`src/sv/nsr_pkg.sv`:
```
`timescale 1ns / 1ps
`default_nettype none
// ----------------------------------------------------------------------------
// nsr_pkg: shared types and constants for the Newton square root block
// Field widths, register reset value and the divider status bundle.
// ----------------------------------------------------------------------------
package nsr_pkg;

  localparam int FRAC_BITS_DEFAULT = 16;
  localparam int VALUE_W           = 32;
  localparam int ROOT_W            = 25;
  localparam int ITER_W            = 6;

  localparam logic [ITER_W-1:0] ITER_RESET = ITER_W'(20);
  // largest positive root_out
  localparam logic [ROOT_W-1:0] ROOT_MAX   = {1'b0, {(ROOT_W-1){1'b1}}};

  typedef struct packed {
    logic busy;
    logic done;
  } nsr_div_status_t;

endpackage
`default_nettype wire

```
`src/sv/nsr_divider.sv`:
```
`timescale 1ns / 1ps
`default_nettype none
// ----------------------------------------------------------------------------
// nsr_divider: radix-2 restoring unsigned divider
// One quotient bit per cycle while busy; done pulses at the end of the divide.
// ----------------------------------------------------------------------------
module nsr_divider #(
  parameter int W = 47
) (
  input  wire logic                    clk,
  input  wire logic                    rst,
  input  wire logic                    start,
  input  wire logic [W-1:0]            dividend,
  input  wire logic [W-1:0]            divisor,
  output logic [W-1:0]                 quotient,
  output nsr_pkg::nsr_div_status_t     status
);
  import nsr_pkg::*;

  localparam int CNT_W = (W > 1) ? $clog2(W) : 1;

  logic [W:0]       rem;
  logic [W-1:0]     quo;
  logic [W-1:0]     dsr;
  logic [CNT_W-1:0] cnt;
  logic             busy;
  logic             done;

  logic [W:0]       trial;
  logic             fits;
  logic [W:0]       rem_next;
  logic [W-1:0]     quo_next;

  // shift in the next dividend bit, subtract if the divisor fits
  always_comb begin
    trial    = {rem[W-1:0], quo[W-1]};
    fits     = (trial >= {1'b0, dsr});
    rem_next = fits ? (trial - {1'b0, dsr}) : trial;
    quo_next = {quo[W-2:0], fits};
  end

  always_ff @(posedge clk) begin
    if (rst) begin
      busy <= 1'b0;
      done <= 1'b0;
      cnt  <= '0;
    end else begin
      done <= 1'b0;
      if (start && !busy) begin
        busy <= 1'b1;
        cnt  <= '0;
      end else if (busy) begin
        cnt <= cnt + CNT_W'(1);
        if (cnt == CNT_W'(W-1)) begin
          busy <= 1'b0;
          done <= 1'b1;
        end
      end
    end
  end

  always_ff @(posedge clk) begin
    if (start && !busy) begin
      rem <= '0;
      quo <= dividend;
      dsr <= divisor;
    end else if (busy) begin
      rem <= rem_next;
      quo <= quo_next;
    end
  end

  assign quotient    = quo;
  assign status.busy = busy;
  assign status.done = done;

endmodule
`default_nettype wire

```
`src/sv/newton_square_root.sv`:
```
`timescale 1ns / 1ps
`default_nettype none
// ----------------------------------------------------------------------------
// newton_square_root: fixed-point square root by Newton-Raphson
// Refines guess = (guess + X/guess)/2 with X = value << FRAC_BITS, starting
// from the operand, for iteration_count steps; one serial divider is reused.
// ----------------------------------------------------------------------------
// Sequence: negative, zero and exactly-one operands go from IDLE straight to FIN and
//   the output register; others run N steps (default Q16.16), each one bit-serial
//   divide of FRAC_BITS+31 quotient bits plus the LAUNCH and WAIT sequencer states.
// Throughput: one request at a time; in_stall is high until the result has
//   moved into the output register, which then waits for the consumer.
// Reset (rst, synchronous): sequencer idle, output empty, iteration_count = 20.
module newton_square_root #(
  parameter int FRAC_BITS = nsr_pkg::FRAC_BITS_DEFAULT
) (
  input  wire logic                                clk,
  input  wire logic                                rst,
  // configuration: iteration_count
  input  wire logic                                cfg_we,
  input  wire logic [nsr_pkg::ITER_W-1:0]          cfg_wdata,
  // request channel
  input  wire logic                                in_valid,
  output logic                                     in_stall,
  input  wire logic signed [nsr_pkg::VALUE_W-1:0]  value_in,
  // result channel
  output logic                                     out_valid,
  input  wire logic                                out_stall,
  output logic signed [nsr_pkg::ROOT_W-1:0]        root_out,
  output logic                                     negative_error
);
  import nsr_pkg::*;

  // operand magnitude is at most 31 bits, so X and every guess fit here
  localparam int MAG_W = VALUE_W - 1;
  localparam int BIG_W = MAG_W + FRAC_BITS;

  localparam logic [ROOT_W-1:0]  ONE_ROOT  = ROOT_W'(1) << FRAC_BITS;
  localparam logic [ROOT_W-1:0]  NEG_ONE   = ROOT_W'(~ONE_ROOT + ROOT_W'(1));
  localparam logic [VALUE_W-1:0] ONE_VALUE = VALUE_W'(1) << FRAC_BITS;

  // sequencer states
  localparam logic [1:0] ST_IDLE   = 2'd0;
  localparam logic [1:0] ST_LAUNCH = 2'd1;
  localparam logic [1:0] ST_WAIT   = 2'd2;
  localparam logic [1:0] ST_FIN    = 2'd3;

  logic [1:0]        state;
  logic [ITER_W-1:0] iteration_count;
  logic [ITER_W-1:0] iter_run;    // step count latched per request
  logic [ITER_W-1:0] step;
  logic [MAG_W-1:0]  operand;
  logic [BIG_W-1:0]  guess;
  logic              neg;         // negative operand
  logic              bypass;      // zero or exactly 1.0: passed through

  logic [BIG_W-1:0]  div_quotient;
  logic [BIG_W-1:0]  div_divisor;
  logic [BIG_W-1:0]  div_dividend;
  logic              div_start;
  nsr_div_status_t   div_status;

  logic [BIG_W:0]    sum;
  logic [ROOT_W-1:0] root_next;
  logic              in_take;
  logic              out_free;

  assign in_stall = (state != ST_IDLE);
  assign in_take  = in_valid && !in_stall;
  assign out_free = !out_valid || !out_stall;

  // ---- shared divider: quotient = (operand << FRAC_BITS) / guess ----
  assign div_dividend = {operand, {FRAC_BITS{1'b0}}};
  // a zero guess cannot occur for a positive operand; guard it anyway
  assign div_divisor  = (guess == '0) ? BIG_W'(1) : guess;
  assign div_start    = (state == ST_LAUNCH) && (step != iter_run);

  nsr_divider #(
    .W (BIG_W)
  ) u_divider (
    .clk      (clk),
    .rst      (rst),
    .start    (div_start),
    .dividend (div_dividend),
    .divisor  (div_divisor),
    .quotient (div_quotient),
    .status   (div_status)
  );

  // Newton update, halving truncates
  assign sum = {1'b0, div_divisor} + {1'b0, div_quotient};

  // final result selection: -1.0 for negative operands, saturation of oversize roots
  always_comb begin
    if (neg) begin
      root_next = NEG_ONE;
    end else if (bypass) begin
      root_next = guess[ROOT_W-1:0];
    end else if (guess > BIG_W'(ROOT_MAX)) begin
      root_next = ROOT_MAX;
    end else begin
      root_next = guess[ROOT_W-1:0];
    end
  end

  // ---- configuration register ----
  always_ff @(posedge clk) begin
    if (rst) begin
      iteration_count <= ITER_RESET;
    end else if (cfg_we) begin
      iteration_count <= cfg_wdata;
    end
  end

  // ---- sequencer ----
  always_ff @(posedge clk) begin
    if (rst) begin
      state     <= ST_IDLE;
      out_valid <= 1'b0;
    end else begin
      // a finishing request refills the output register as it drains
      if (state == ST_FIN && out_free) begin
        out_valid <= 1'b1;
      end else if (out_valid && !out_stall) begin
        out_valid <= 1'b0;
      end
      case (state)
        ST_IDLE: begin
          if (in_take) begin
            if (value_in[VALUE_W-1] || value_in == $signed(ONE_VALUE)
                || value_in == '0) begin
              state <= ST_FIN;
            end else begin
              state <= ST_LAUNCH;
            end
          end
        end
        ST_LAUNCH: begin
          if (step == iter_run) begin
            state <= ST_FIN;
          end else begin
            state <= ST_WAIT;
          end
        end
        ST_WAIT: begin
          if (div_status.done) begin
            state <= ST_LAUNCH;
          end
        end
        ST_FIN: begin
          if (out_free) begin
            state <= ST_IDLE;
          end
        end
        default: begin
          state <= ST_IDLE;
        end
      endcase
    end
  end

  // ---- datapath registers ----
  always_ff @(posedge clk) begin
    if (in_take) begin
      operand  <= value_in[MAG_W-1:0];
      guess    <= BIG_W'(value_in[MAG_W-1:0]);
      neg      <= value_in[VALUE_W-1];
      bypass   <= (value_in == $signed(ONE_VALUE)) || (value_in == '0);
      iter_run <= iteration_count;
      step     <= '0;
    end else if (state == ST_WAIT && div_status.done) begin
      guess <= sum[BIG_W:1];
      step  <= step + ITER_W'(1);
    end
    if (state == ST_FIN && out_free) begin
      root_out       <= $signed(root_next);
      negative_error <= neg;
    end
  end

  // ---- assertions ----
  a_neg_result: assert property (@(posedge clk) disable iff (rst)
    (out_valid && negative_error) |-> (root_out == $signed(NEG_ONE)))
    else $error("negative request did not return -1.0");

  a_div_done_in_wait: assert property (@(posedge clk) disable iff (rst)
    div_status.done |-> (state == ST_WAIT))
    else $error("divider finished outside the wait state");

  a_start_when_free: assert property (@(posedge clk) disable iff (rst)
    div_start |-> !div_status.busy)
    else $error("divider started while busy");

  a_step_bound: assert property (@(posedge clk) disable iff (rst)
    (state == ST_LAUNCH || state == ST_WAIT) |-> (step <= iter_run))
    else $error("step counter ran past the step count");

endmodule
`default_nettype wire
```
`config.mk`:
```
export PLATFORM = sky130hd
export DESIGN_NAME = newton_square_root
export DESIGN_NICKNAME = d
export VERILOG_FILES = /design/src/sv/nsr_pkg.sv /design/src/sv/nsr_divider.sv /design/src/sv/newton_square_root.sv
export SDC_FILE = /design/constraint.sdc
export NUM_CORES = 1
export LEC_CHECK = 0
export BUFFER_PORTS_ARGS = -buffer_cell sky130_fd_sc_hd__buf_2
export CAP_MARGIN = 20
export CORE_MARGIN = 2
export CORE_UTILIZATION = 51
export CTS_BUF_LIST = sky130_fd_sc_hd__clkbuf_8
export CTS_CLUSTER_DIAMETER = 30
export DETAILED_ROUTE_END_ITERATION = 10
export HOLD_SLACK_MARGIN = 0.1
export PLACE_DENSITY = 0.71
export SYNTH_ARGS = -nofsm -noshare
export SYNTH_HDL_FRONTEND = slang
export SYNTH_SLANG_ARGS = --single-unit
```
`constraint.sdc`:
```
create_clock -name clk -period 3.95 [get_ports clk]
set_input_delay 1.185 -clock clk [delete_from_list [all_inputs] [get_ports clk]]
set_output_delay 1.185 -clock clk [all_outputs]
set_load 0.05 [all_outputs]
```
==> qor.csv, run 1 <==
stage;metric;value;unit
status;outcome;finished clean;
logic_synthesis;yosysMostFrequentCell;nand2_1;
logic_synthesis;synth_nets;1859;
setup_path;critPathLaunchType;register;
sta;tightest_slew;1020;ps
floorplanning;core-area;0.0305;mm²
sta;finalSetupViolations;0;
setup_path;max_stage_delay;460;ps
power_and_ir_drop;p_seq_share;34.6;%
setup_path;path_buf_inv;0;
power_and_ir_drop;power_frac_comb;36.9;%
finish;stdcell_area;0.0182;mm²
power_and_ir_drop;swShare;36.5;%
min_path;hold_class;register to register;
power_and_ir_drop;p_int;0.00723;W
routing;drtAntennaViolNets;0;
logic_synthesis;synth_area_leaders;edfxtp_1 (33%), dfxtp_1 (13%), ha_1 (7.6%);
cts;clock-sinks;276;
floorplanning;die_area;0.0324;mm²
floorplanning;start_util;51.8;%
grt;grt_pass1_vias;12400;
logic_synthesis;ys_ff_latch;276;
power_and_ir_drop;p_clk_share;28.6;%
setup_path;arrival;4400;ps
sta;rsz0062_at_grt;true;
routing;drc;0;
power_and_ir_drop;leakagePower;7.60;nW
placement;placed_cell_area;0.0168;mm²
sta;max_freq;254;MHz
logic_synthesis;yosysSeqAreaShare;46.0;%
power_and_ir_drop;switching_power;0.00415;W
run;drv_cap;0;
cts;htreeDepth;2;
logic_synthesis;synth_area;0.0158;mm²
floorplanning;pin_count;71;
sta;slew_violations;0;
power_and_ir_drop;peakVddDrop;335;µV
cts;cts_buffer_depth;3;
floorplanning;std_cell_rows;64;
logic_synthesis;postSynthAreaPerCell;9.20;µm²
sta;post-route-min-period;3940;ps
logic_synthesis;synth_flop_cell;edfxtp_1;
routing;drtIter0Drc;1071;
floorplanning;fp.dieW;180;µm
sta;fin_skew;36.6;ps
finish;area_growth;15.3;%
finish;fin_nets;1943;
cts;insertion_delay;620;ps
logic_synthesis;yosysTopAreaCell;edfxtp_1;
placement;place_ws;-274;ps
logic_synthesis;synth_cells;1718;
placement;gp_congestion;0.960;
sta;post-route-period-util;99.7;%
sta;maxSlewHeadroom;31.6;%
grt;track_usage;25.3;%
cts;cts_root_buffer;clkbuf_8;
grt;grt_pass1_wl;65900;µm
setup_path;cp-end-kind;register;
routing;first_pass_iters;5;
logic_synthesis;synth_top_area_share;33.1;%
cts;cts_buffers;61;
logic_synthesis;synth-edff-count;174;
routing;wire_per_inst;18.4;µm
finish;drive_gt1_share;16.0;%
routing;post_drt_via_cell_ratio;5.77;
setup_path;critPathRequiredTime;4410;ps
cts;clk_pin_slew;60;ps
routing;vias;13000;
setup_path;crit_family;compound AO/OA/AOI/OAI gates;
routing;routed_wl;41400;µm
logic_synthesis;synth_warnings;0;
logic_synthesis;async_reset_ff_share;0;%
logic_synthesis;yosysUniqueCellTypes;64;
floorplanning;die_height;180;µm
grt;antenna_found_initial;0;
placement;hpwl;30500;µm
placement;portBuffers;70;
sta;finalHoldViolations;0;
setup_path;path_max_fanout;3;
setup_path;cp_slowest_cell;or4_4;
logic_synthesis;synth_commonest_cells;nand2_1 (229), edfxtp_1 (174), o21ai_0 (143), nor2_1 (140), a21oi_1 (134);
cts;cts_tree;yes;
finish;antenna_cells;0;
grt;grt_overflow_total;0;
setup_path;crit_chain;nor4_2, nand4_1, o41ai_2, and2_1, fa_2, a21o_1, a221oi_2, or4_4, a311oi_4, o31ai_4, o22ai_2, o211ai_1, nor2b_4, o31ai_2, xnor2_1, o21ai_1;
setup_path;crit_type;register to register;
sta;fin_ws;11.4;ps
grt;grt_start_max_net_pins;68;
power_and_ir_drop;power_density;625;mW/mm²
-- cells by family (layout without fill, tap and decap cells) --
kind of cell | count (synthesis) | in the layout | share of synthesized area (%)
buffers and inverters | 205 | 340 | 4.91
muxes | 25 | 25 | 1.73
adders and majority gates | 98 | 98 | 7.86
and+or+nand+nor | 546 | 546 | 15.6
DFF | 276 | 276 | 46.0
AOI/OAI and AO/OA | 474 | 474 | 18.7
xor gates and xnor gates | 94 | 94 | 5.21
-- repair_timing --
item,CTS,global route
gates resized for setup,14,12
setup endpoints to repair,11,8
buffers inserted,0,3
hold buffers,0,0
pin swaps,11,2
-- sequential cells by signal (all words and copies together) (netlist names) --
register	count
bypass	1
u_divider.dsr	47
u_divider.rem	47
iter_run	6
iteration_count	6
neg	1
out_valid	1
step	6
u_divider.quotient	47
negative_error	1
state	2
guess	47
u_divider.cnt	6
u_divider.busy	1
operand	31
u_divider.done	1
root_out	25
-- cell type report --
class                           count  area [µm²]
Clock buffer                       69         950
Clock inverter                     45         349
Fill cell                        2575       12300
Inverter                           79         297
Multi-Input combinational cell   1237        7910
Sequential cell                   276        7270
Tap cell                          396         495
Timing Repair Buffer              147         941
-- per-stage QoR --
stage	power, W	utilization (%)	TNS (ps)	hold slack (ps)	instances
final	0.0114	59.7	0	422	2249
after floorplan	0.00699	-	0	401	1718
after detailed placement	0.00807	55.0	-1440	421	2132
after global placement	0.00799	55.0	-926	408	2132
after CTS	0.0114	59.4	0	427	2246
after global routing	0.0121	59.7	-518	430	2249
-- layer usage --
layer,up-vias,share of wire (%),track usage [%]
met5,-,0,0
met4,0,2.7,8.55
met3,75,7.0,4.42
met2,402,45,39.7
met1,6159,45,35.7
li1,6333,-,-
-- path summary, 6_finish.rpt --
| path | startpoint | end | slack, ps | cells after the start |
|---|---|---|---|---|
| min reg2reg | iteration_count[2] | iter_run[2] | 420 | 0 |
| min | iteration_count[2] | iter_run[2] | 420 | 0 |
| max reg2reg | guess[9] | guess[43] | 10 | 16 |
| max | guess[9] | guess[43] | 10 | 16 |
-- layout by cell type (no fill, tap or decap), types with 17 or more instances in the layout --
cell type,synthesis,routed
nand4_1,21,21
clkbuf_8,0,69
nor4_1,26,20
buf_2,5,70
nand3_1,35,35
ha_1,96,96
nand2_1,229,228
nor2_1,140,139
buf_4,0,76
nor3_1,17,17
inv_1,79,94
a21o_1,60,60
o211ai_1,18,18
mux2_2,18,18
dfxtp_1,102,101
o21ai_0,143,139
xnor2_1,47,47
edfxtp_1,174,174
a21oi_1,134,130
xor2_1,47,47
-- power by group through the flow --
stage | combinational, W | clock, W | sequential [W]
2_1_floorplan | 0.00308 | 0 | 0.00391
3_3_place_gp | 0.00403 | 0 | 0.00395
3_5_place_dp | 0.00410 | 0 | 0.00397
4_1_cts | 0.00414 | 0.00331 | 0.00393
5_1_grt | 0.00465 | 0.00347 | 0.00399
6_report | 0.00420 | 0.00325 | 0.00393
-- worst reg2reg max path: cells and delay by family (launching register included) --
kind	cells	cell delay (ps)
AOI/OAI and AO/OA	9	1740
and+or+nand+nor	5	1320
DFF	1	400
adders and majority gates	1	200
xor gates and xnor gates	1	150
(Power assumes the default switching activity.)
==> inputs of run 2 (changes only) <==
--- a/config.mk
+++ b/config.mk
@@ -7,13 +7,15 @@
 export LEC_CHECK = 0
 export BUFFER_PORTS_ARGS = -buffer_cell sky130_fd_sc_hd__buf_2
 export CAP_MARGIN = 20
+export CELL_PAD_IN_SITES_DETAIL_PLACEMENT = 0
+export CELL_PAD_IN_SITES_GLOBAL_PLACEMENT = 2
 export CORE_MARGIN = 2
-export CORE_UTILIZATION = 51
+export CORE_UTILIZATION = 37
 export CTS_BUF_LIST = sky130_fd_sc_hd__clkbuf_8
 export CTS_CLUSTER_DIAMETER = 30
 export DETAILED_ROUTE_END_ITERATION = 10
 export HOLD_SLACK_MARGIN = 0.1
-export PLACE_DENSITY = 0.71
+export PLACE_DENSITY_LB_ADDON = 0.1
 export SYNTH_ARGS = -nofsm -noshare
 export SYNTH_HDL_FRONTEND = slang
 export SYNTH_SLANG_ARGS = --single-unit
==> run 2 against run 1 <==
Effect of this change:
- the flow now finishes with violations (setup timing)
- first-iteration DRC count shrank 27%
- die area grew 37%
- register-to-register slack lost 60 ps
- non-clock buffer count grew 22
- critical path depth grew 1
- sequential share of layout area shrank 2.2 points
- global-route usage shrank 3.9 points
- combinational power grew 4%
- critical path type unchanged
- critical endpoint unchanged
- largest power group is now clock
- highest routed layer unchanged
==> qor.csv, run 2 (synthesis gave the netlist of run 1 again) <==
stage;metric;value;unit
status;outcome;finished, violations left;
status;violations;setup timing;
placement;dp.cells;2283;
sta;slew_violations;0;
cts;cts_tree;yes;
min_path;hold_class;register to register;
routing;drc;0;
floorplanning;std_cell_rows;75;
setup_path;crit_family;compound AO/OA/AOI/OAI gates;
sta;fin_skew;32.1;ps
cts;htreeDepth;3;
cts;clock-sinks;276;
routing;wire_per_inst;19.0;µm
finish;layout_commonest_cell;nand2_1;
sta;finalSetupTns;-82.4;ps
finish;final_cells;2448;
run;drv_cap;0;
floorplanning;die_area;0.0444;mm²
finish;utilization;45.9;%
setup_path;critPathRequiredTime;4440;ps
sta;maxSlewHeadroom;37.5;%
grt;grt_pass1_wl;73100;µm
routing;first_pass_iters;5;
sta;finalHoldViolations;0;
sta;post-route-min-period;4000;ps
finish;stdcell_area;0.0193;mm²
finish;drive_gt1_share;18.9;%
routing;vias;12800;
finish;area_growth;22.1;%
routing;drtIter0Drc;786;
finish;final_cell_mix;nand2_1 (228), edfxtp_1 (174), nor2_1 (138);
placement;placed_cell_area;0.0170;mm²
floorplanning;die_height;211;µm
setup_path;path_max_fanout;3;
floorplanning;fp.dieW;211;µm
setup_path;path_buf_inv;1;
finish;fin_nets;1984;
finish;antenna_cells;0;
grt;grt_overflow_total;0;
sta;fin_ws;-51.5;ps
power_and_ir_drop;peakVddDrop;252;µV
sta;tightest_slew;935;ps
cts;cts_hold_buf;0;
floorplanning;start_util;37.6;%
placement;hpwl;34500;µm
finish;multi_input_area;0.00804;mm²
grt;grt_start_max_net_pins;65;
setup_path;crit_type;register to register;
finish;nFillCells;4181;
routing;drtAntennaViolNets;0;
finish;final-seq-area;0.00727;mm²
routing;routed_wl;46600;µm
cts;cts_buffers;80;
sta;rsz0062_at_grt;true;
sta;max_freq;250;MHz
setup_path;crit_chain;nor4_2, nand4_1, o41ai_2, and2_4, fa_2, a21o_1, a221oi_4, or4_4, a311oi_2, buf_4, o31ai_4, o22ai_2, o211ai_1, nor2b_4, o31ai_2, xnor2_1, o21ai_1;
cts;insertion_delay;650;ps
sta;hold_slack;422;ps
routing;post_drt_via_cell_ratio;5.22;
floorplanning;core-area;0.0420;mm²
grt;grt_pass1_vias;12800;
setup_path;critPathLaunchType;register;
sta;post-route-period-util;101;%
grt;antenna_found_initial;0;
setup_path;max_stage_delay;430;ps
cts;clk_pin_slew;50;ps
power_and_ir_drop;power_density;670;mW/mm²
grt;track_usage;21.5;%
sta;finalSetupViolations;3;
placement;gp_congestion;0.847;
power_and_ir_drop;leakagePower;8.05;nW
setup_path;cp_slowest_cell;or4_4;
setup_path;cp-end-kind;register;
cts;cts_root_buffer;clkbuf_8;
setup_path;arrival;4500;ps
placement;portBuffers;70;
cts;cts_buffer_depth;3;
floorplanning;pin_count;71;
-- run 2: cell types whose count changed in the layout (fill, tap and decap cells not counted), moves of 3 or more --
| cell | before | now |
|---|---|---|
| inv_6 | 5 | 2 |
| clkinv_1 | 1 | 9 |
| clkbuf_8 | 69 | 83 |
| bufinv_16 | 4 | 16 |
| buf_4 | 76 | 96 |
-- run 2: final timing paths --
check | from | endpoint | slack [ps] | cells after the start
worst max register to register | guess[25] | guess[43] | -50 | 17
worst min-delay path | iteration_count[4] | iter_run[4] | 420 | 0
worst min register to register | iteration_count[4] | iter_run[4] | 420 | 0
worst max-delay path | guess[25] | guess[43] | -50 | 17
-- run 2: worst reg2reg max path, delay by kind of cell (launching register included) --
kind / cells / cell delay, ps
buf+inv: 1 / 180
xor+xnor: 1 / 150
flops: 1 / 410
compound gates: 9 / 1570
fa+ha+maj: 1 / 200
simple gates: 5 / 1350
-- run 2: through the flow --
step	power (W)	setup WS, ps
4_1_cts	0.0130	-82.1
5_1_grt	0.0138	-217
3_5_place_dp	0.00823	-433
2_1_floorplan	0.00699	179
3_3_place_gp	0.00822	-385
6_report	0.0129	-51.5
-- run 2: final cells by class --
class	instances	area share, %
Clock buffer	83	5.92
Clock inverter	65	3.88
Inverter	79	1.54
Multi-Input combinational cell	1237	41.7
Sequential cell	276	37.7
Tap cell	539	3.50
Timing Repair Buffer	169	5.77
-- run 2: report_power, final --
| part | switching, W | internal [W] | total, W |
|---|---|---|---|
| Clock | 0.00158 | 0.00302 | 0.00460 |
| Combinational | 0.00255 | 0.00182 | 0.00436 |
| Sequential | 0.000325 | 0.00362 | 0.00395 |
| Total | 0.00445 | 0.00846 | 0.0129 |
-- run 2: timing repair --
action                                  in CTS  in global routing
endpoints found under the setup margin      12                 28
setup buffers                               14                  7
resized for setup                           33                 19
pin swaps                                   21                 26
-- run 2: layer usage --
metal | wire length [µm] | global-route usage [%] | up-vias
li1 | - | - | 6430
met5 | 0 | 0 | -
met4 | 996 | 6.68 | 0
met1 | 23200 | 30.5 | 6023
met2 | 20400 | 33.1 | 262
met3 | 1980 | 4.00 | 74
==> inputs of run 3 (changes only) <==
--- a/config.mk
+++ b/config.mk
@@ -5,12 +5,13 @@
 export SDC_FILE = /design/constraint.sdc
 export NUM_CORES = 1
 export LEC_CHECK = 0
+export ABC_AREA = 1
 export BUFFER_PORTS_ARGS = -buffer_cell sky130_fd_sc_hd__buf_2
 export CAP_MARGIN = 20
 export CELL_PAD_IN_SITES_DETAIL_PLACEMENT = 0
 export CELL_PAD_IN_SITES_GLOBAL_PLACEMENT = 2
 export CORE_MARGIN = 2
-export CORE_UTILIZATION = 37
+export CORE_UTILIZATION = 38
 export CTS_BUF_LIST = sky130_fd_sc_hd__clkbuf_8
 export CTS_CLUSTER_DIAMETER = 30
 export DETAILED_ROUTE_END_ITERATION = 10
==> constraint.sdc (replaced) <==
create_clock -name clk -period 3.7 [get_ports clk]
set_input_delay 1.11 -clock clk [delete_from_list [all_inputs] [get_ports clk]]
set_output_delay 1.11 -clock clk [all_outputs]
set_load 0.05 [all_outputs]
==> run 3 against run 2 <==
Effect of this change:
- the flow now finishes without violations
- maximum frequency is 15% higher
- global-route usage is 3.9 points higher
- synthesized cell count is 33% higher
- critical path depth is 4 higher
- register-to-register slack better by 260 ps
- utilization is 1.2 points lower
- worst setup slack better by 260 ps
- critical path type unchanged
- largest cell class unchanged
==> qor.csv, run 3 <==
stage;metric;value;unit
floorplanning;fp.dieW;218;µm
sta;tightest_slew;1050;ps
floorplanning;die_area;0.0477;mm²
logic_synthesis;synth_top_area_share;29.9;%
routing;drtAntennaViolNets;0;
min_path;hold_class;register to register;
finish;layout_commonest_cell;nand2_1;
setup_path;setup.reg_to_reg.worst_slack;210;ps
routing;routed_wl;60000;µm
logic_synthesis;yosysTopAreaCell;edfxtp_1;
setup_path;critPathRequiredTime;4230;ps
setup_path;crit_family;simple AND/OR/NAND/NOR gates;
min_path;whs_endpoint;iter_run[2];
routing;vias;15600;
floorplanning;std_cell_rows;78;
sta;finalSetupTns;0;ps
floorplanning;core-area;0.0454;mm²
setup_path;crit_type;register to register;
cts;cts_root_buffer;clkbuf_8;
setup_path;arrival;4020;ps
setup_path;path_buf_inv;1;
min_path;worstHoldStart;iteration_count[2];
logic_synthesis;async_reset_ff_share;0;%
grt;grt_overflow_total;0;
placement;hpwl;47400;µm
logic_synthesis;synth_area_leaders;edfxtp_1 (30%), dfxtp_1 (12%), nand2_1 (10%);
sta;rsz0062_at_grt;false;
routing;wire_per_inst;19.8;µm
cts;cts_buffers;82;
status;outcome;finished clean;
sta;max_freq;286;MHz
setup_path;max_stage_delay;360;ps
setup_path;crit_chain;nor2_1, nand2_1, nor2_1, nand2_1, nor2_1, nand2_1, a21oi_2, fa_1, nand3_1, nand2_1, nand2_1, nand2_1, nand2_1, nand2_1, a21oi_1, o21ai_0, a21oi_1, xor2_1, nand2_1, nand2_1, inv_1;
logic_synthesis;yosysSeqAreaShare;41.6;%
routing;drc;0;
sta;post-route-min-period;3490;ps
setup_path;r2r-end;guess[33];
logic_synthesis;synth-edff-count;174;
logic_synthesis;synth_commonest_cells;nand2_1 (484), nor2_1 (312), inv_1 (305), a21oi_1 (186), edfxtp_1 (174);
sta;maxSlewHeadroom;30.1;%
logic_synthesis;yosysUniqueCellTypes;53;
cts;clock-sinks;276;
logic_synthesis;synth_cells;2288;
power_and_ir_drop;peakVddDrop;339;µV
routing;first_pass_iters;5;
sta;fin_skew;38.7;ps
logic_synthesis;postSynthAreaPerCell;7.64;µm²
sta;slew_violations;0;
routing;post_drt_via_cell_ratio;5.13;
logic_synthesis;synth_area;0.0175;mm²
cts;cts_tree;yes;
logic_synthesis;synth_nets;2429;
grt;grt_pass1_vias;15400;
logic_synthesis;synth_flop_cell;edfxtp_1;
setup_path;ff2ff_path_depth;21;
setup_path;startpoint;guess[38];
grt;track_usage;25.3;%
setup_path;critPathLaunchType;register;
routing;drtIter0Drc;1104;
cts;insertion_delay;660;ps
power_and_ir_drop;finalPower;0.0117;W
finish;fin_nets;2509;
finish;drive_gt1_share;12.4;%
logic_synthesis;ys_ff_latch;276;
placement;portBuffers;70;
floorplanning;die_height;218;µm
logic_synthesis;yosysMostFrequentCell;nand2_1;
setup_path;r2r_start;guess[38];
grt;grt_start_max_net_pins;87;
sta;finalHoldViolations;0;
power_and_ir_drop;leakagePower;8.67;nW
grt;antenna_found_initial;0;
floorplanning;start_util;38.5;%
grt;grt_pass1_wl;91100;µm
min_path;hold_depth;0;
cts;htreeDepth;3;
setup_path;path_max_fanout;4;
finish;final_cell_mix;nand2_1 (484), inv_1 (321), nor2_1 (310);
run;drv_cap;0;
cts;cts_buffer_depth;3;
floorplanning;pin_count;71;
power_and_ir_drop;power_density;575;mW/mm²
cts;post_cts_buffers;0;
finish;antenna_cells;0;
setup_path;cp_slowest_cell;o21ai_0;
logic_synthesis;synth_warnings;0;
sta;post-route-period-util;94.4;%
sta;finalSetupViolations;0;
cts;clk_pin_slew;50;ps
setup_path;path_common_cell;nand2_1;
placement;gp_congestion;0.915;
finish;area_growth;16.1;%
setup_path;cp-end-kind;register;
## run 3: layout make-up
type	count	area, µm²
repair buffers	94	556
well taps	600	751
clock buffers	99	1360
flip-flops and latches	276	7270
clock inverters	54	551
multi-input cells	1604	8630
fillers	4740	25100
inverters	310	1160
## run 3: cell families (layout without fill, tap and decap cells)
kind of cell / count (synthesis) / count (layout) / share of synthesized area, %
AOI/OAI and AO/OA: 487 / 487 / 16.5
buffers and inverters: 408 / 557 / 9.25
adders and majority gates: 98 / 98 / 7.10
and+or+nand+nor: 970 / 970 / 23.1
xor gates and xnor gates: 49 / 49 / 2.46
DFF: 276 / 276 / 41.6
## run 3: repair_timing
| item | 4_1_cts | 5_1_grt |
|---|---|---|
| endpoints found under the setup margin | 0 | 7 |
| hold buffers | 0 | 0 |
| endpoints found under the hold margin | 0 | 0 |
| resized for setup | 0 | 2 |
## run 3: worst register-to-register path: stages (launching register included)
cell,delay [ps]
dfxtp_1,340
nor2_1,130
nand2_1,80
nor2_1,170
nand2_1,130
nor2_1,240
nand2_1,130
a21oi_2,310
fa_1,290
nand3_1,80
nand2_1,130
nand2_1,60
nand2_1,100
nand2_1,110
nand2_1,140
a21oi_1,110
o21ai_0,360
a21oi_1,170
xor2_1,160
nand2_1,60
nand2_1,60
inv_1,40
## run 3: where the power goes
part / internal (W) / switching (W)
sequential: 0.00378 / 0.000274
clock: 0.00315 / 0.00175
combinational: 0.000803 / 0.00192
total: 0.00773 / 0.00394
## run 3: worst max-delay path by stage
stage | end | slack (ps) | cells past startpoint
after floorplan | bypass | 420 | 4
after global placement | guess[37] | 180 | 21
after detailed placement | guess[29] | 130 | 18
after CTS | guess[37] | 120 | 21
after global routing | guess[33] | 10 | 21
final | guess[33] | 210 | 21
## run 3: metrics by stage
step | area (µm²) | hold slack (ps) | cells | worst slack, ps | utilization [%]
after floorplan | 17500 | 403 | 2288 | 417 | -
after global placement | 18400 | 409 | 2884 | 177 | 40.5
after detailed placement | 18400 | 415 | 2884 | 125 | 40.5
after CTS | 20300 | 427 | 3037 | 119 | 44.7
after global routing | 20300 | 436 | 3037 | 11.4 | 44.7
final | 20300 | 428 | 3037 | 207 | 44.7
## run 3: routing by layer
layer	wire, µm	vias to the layer above	part of all wire [%]	track usage (%)
li1	-	7770	-	-
met1	28400	7373	47	35.4
met2	27700	373	46	40.7
met3	2790	73	4.6	3.67
met4	1180	0	2.0	7.05
met5	0	-	0	0
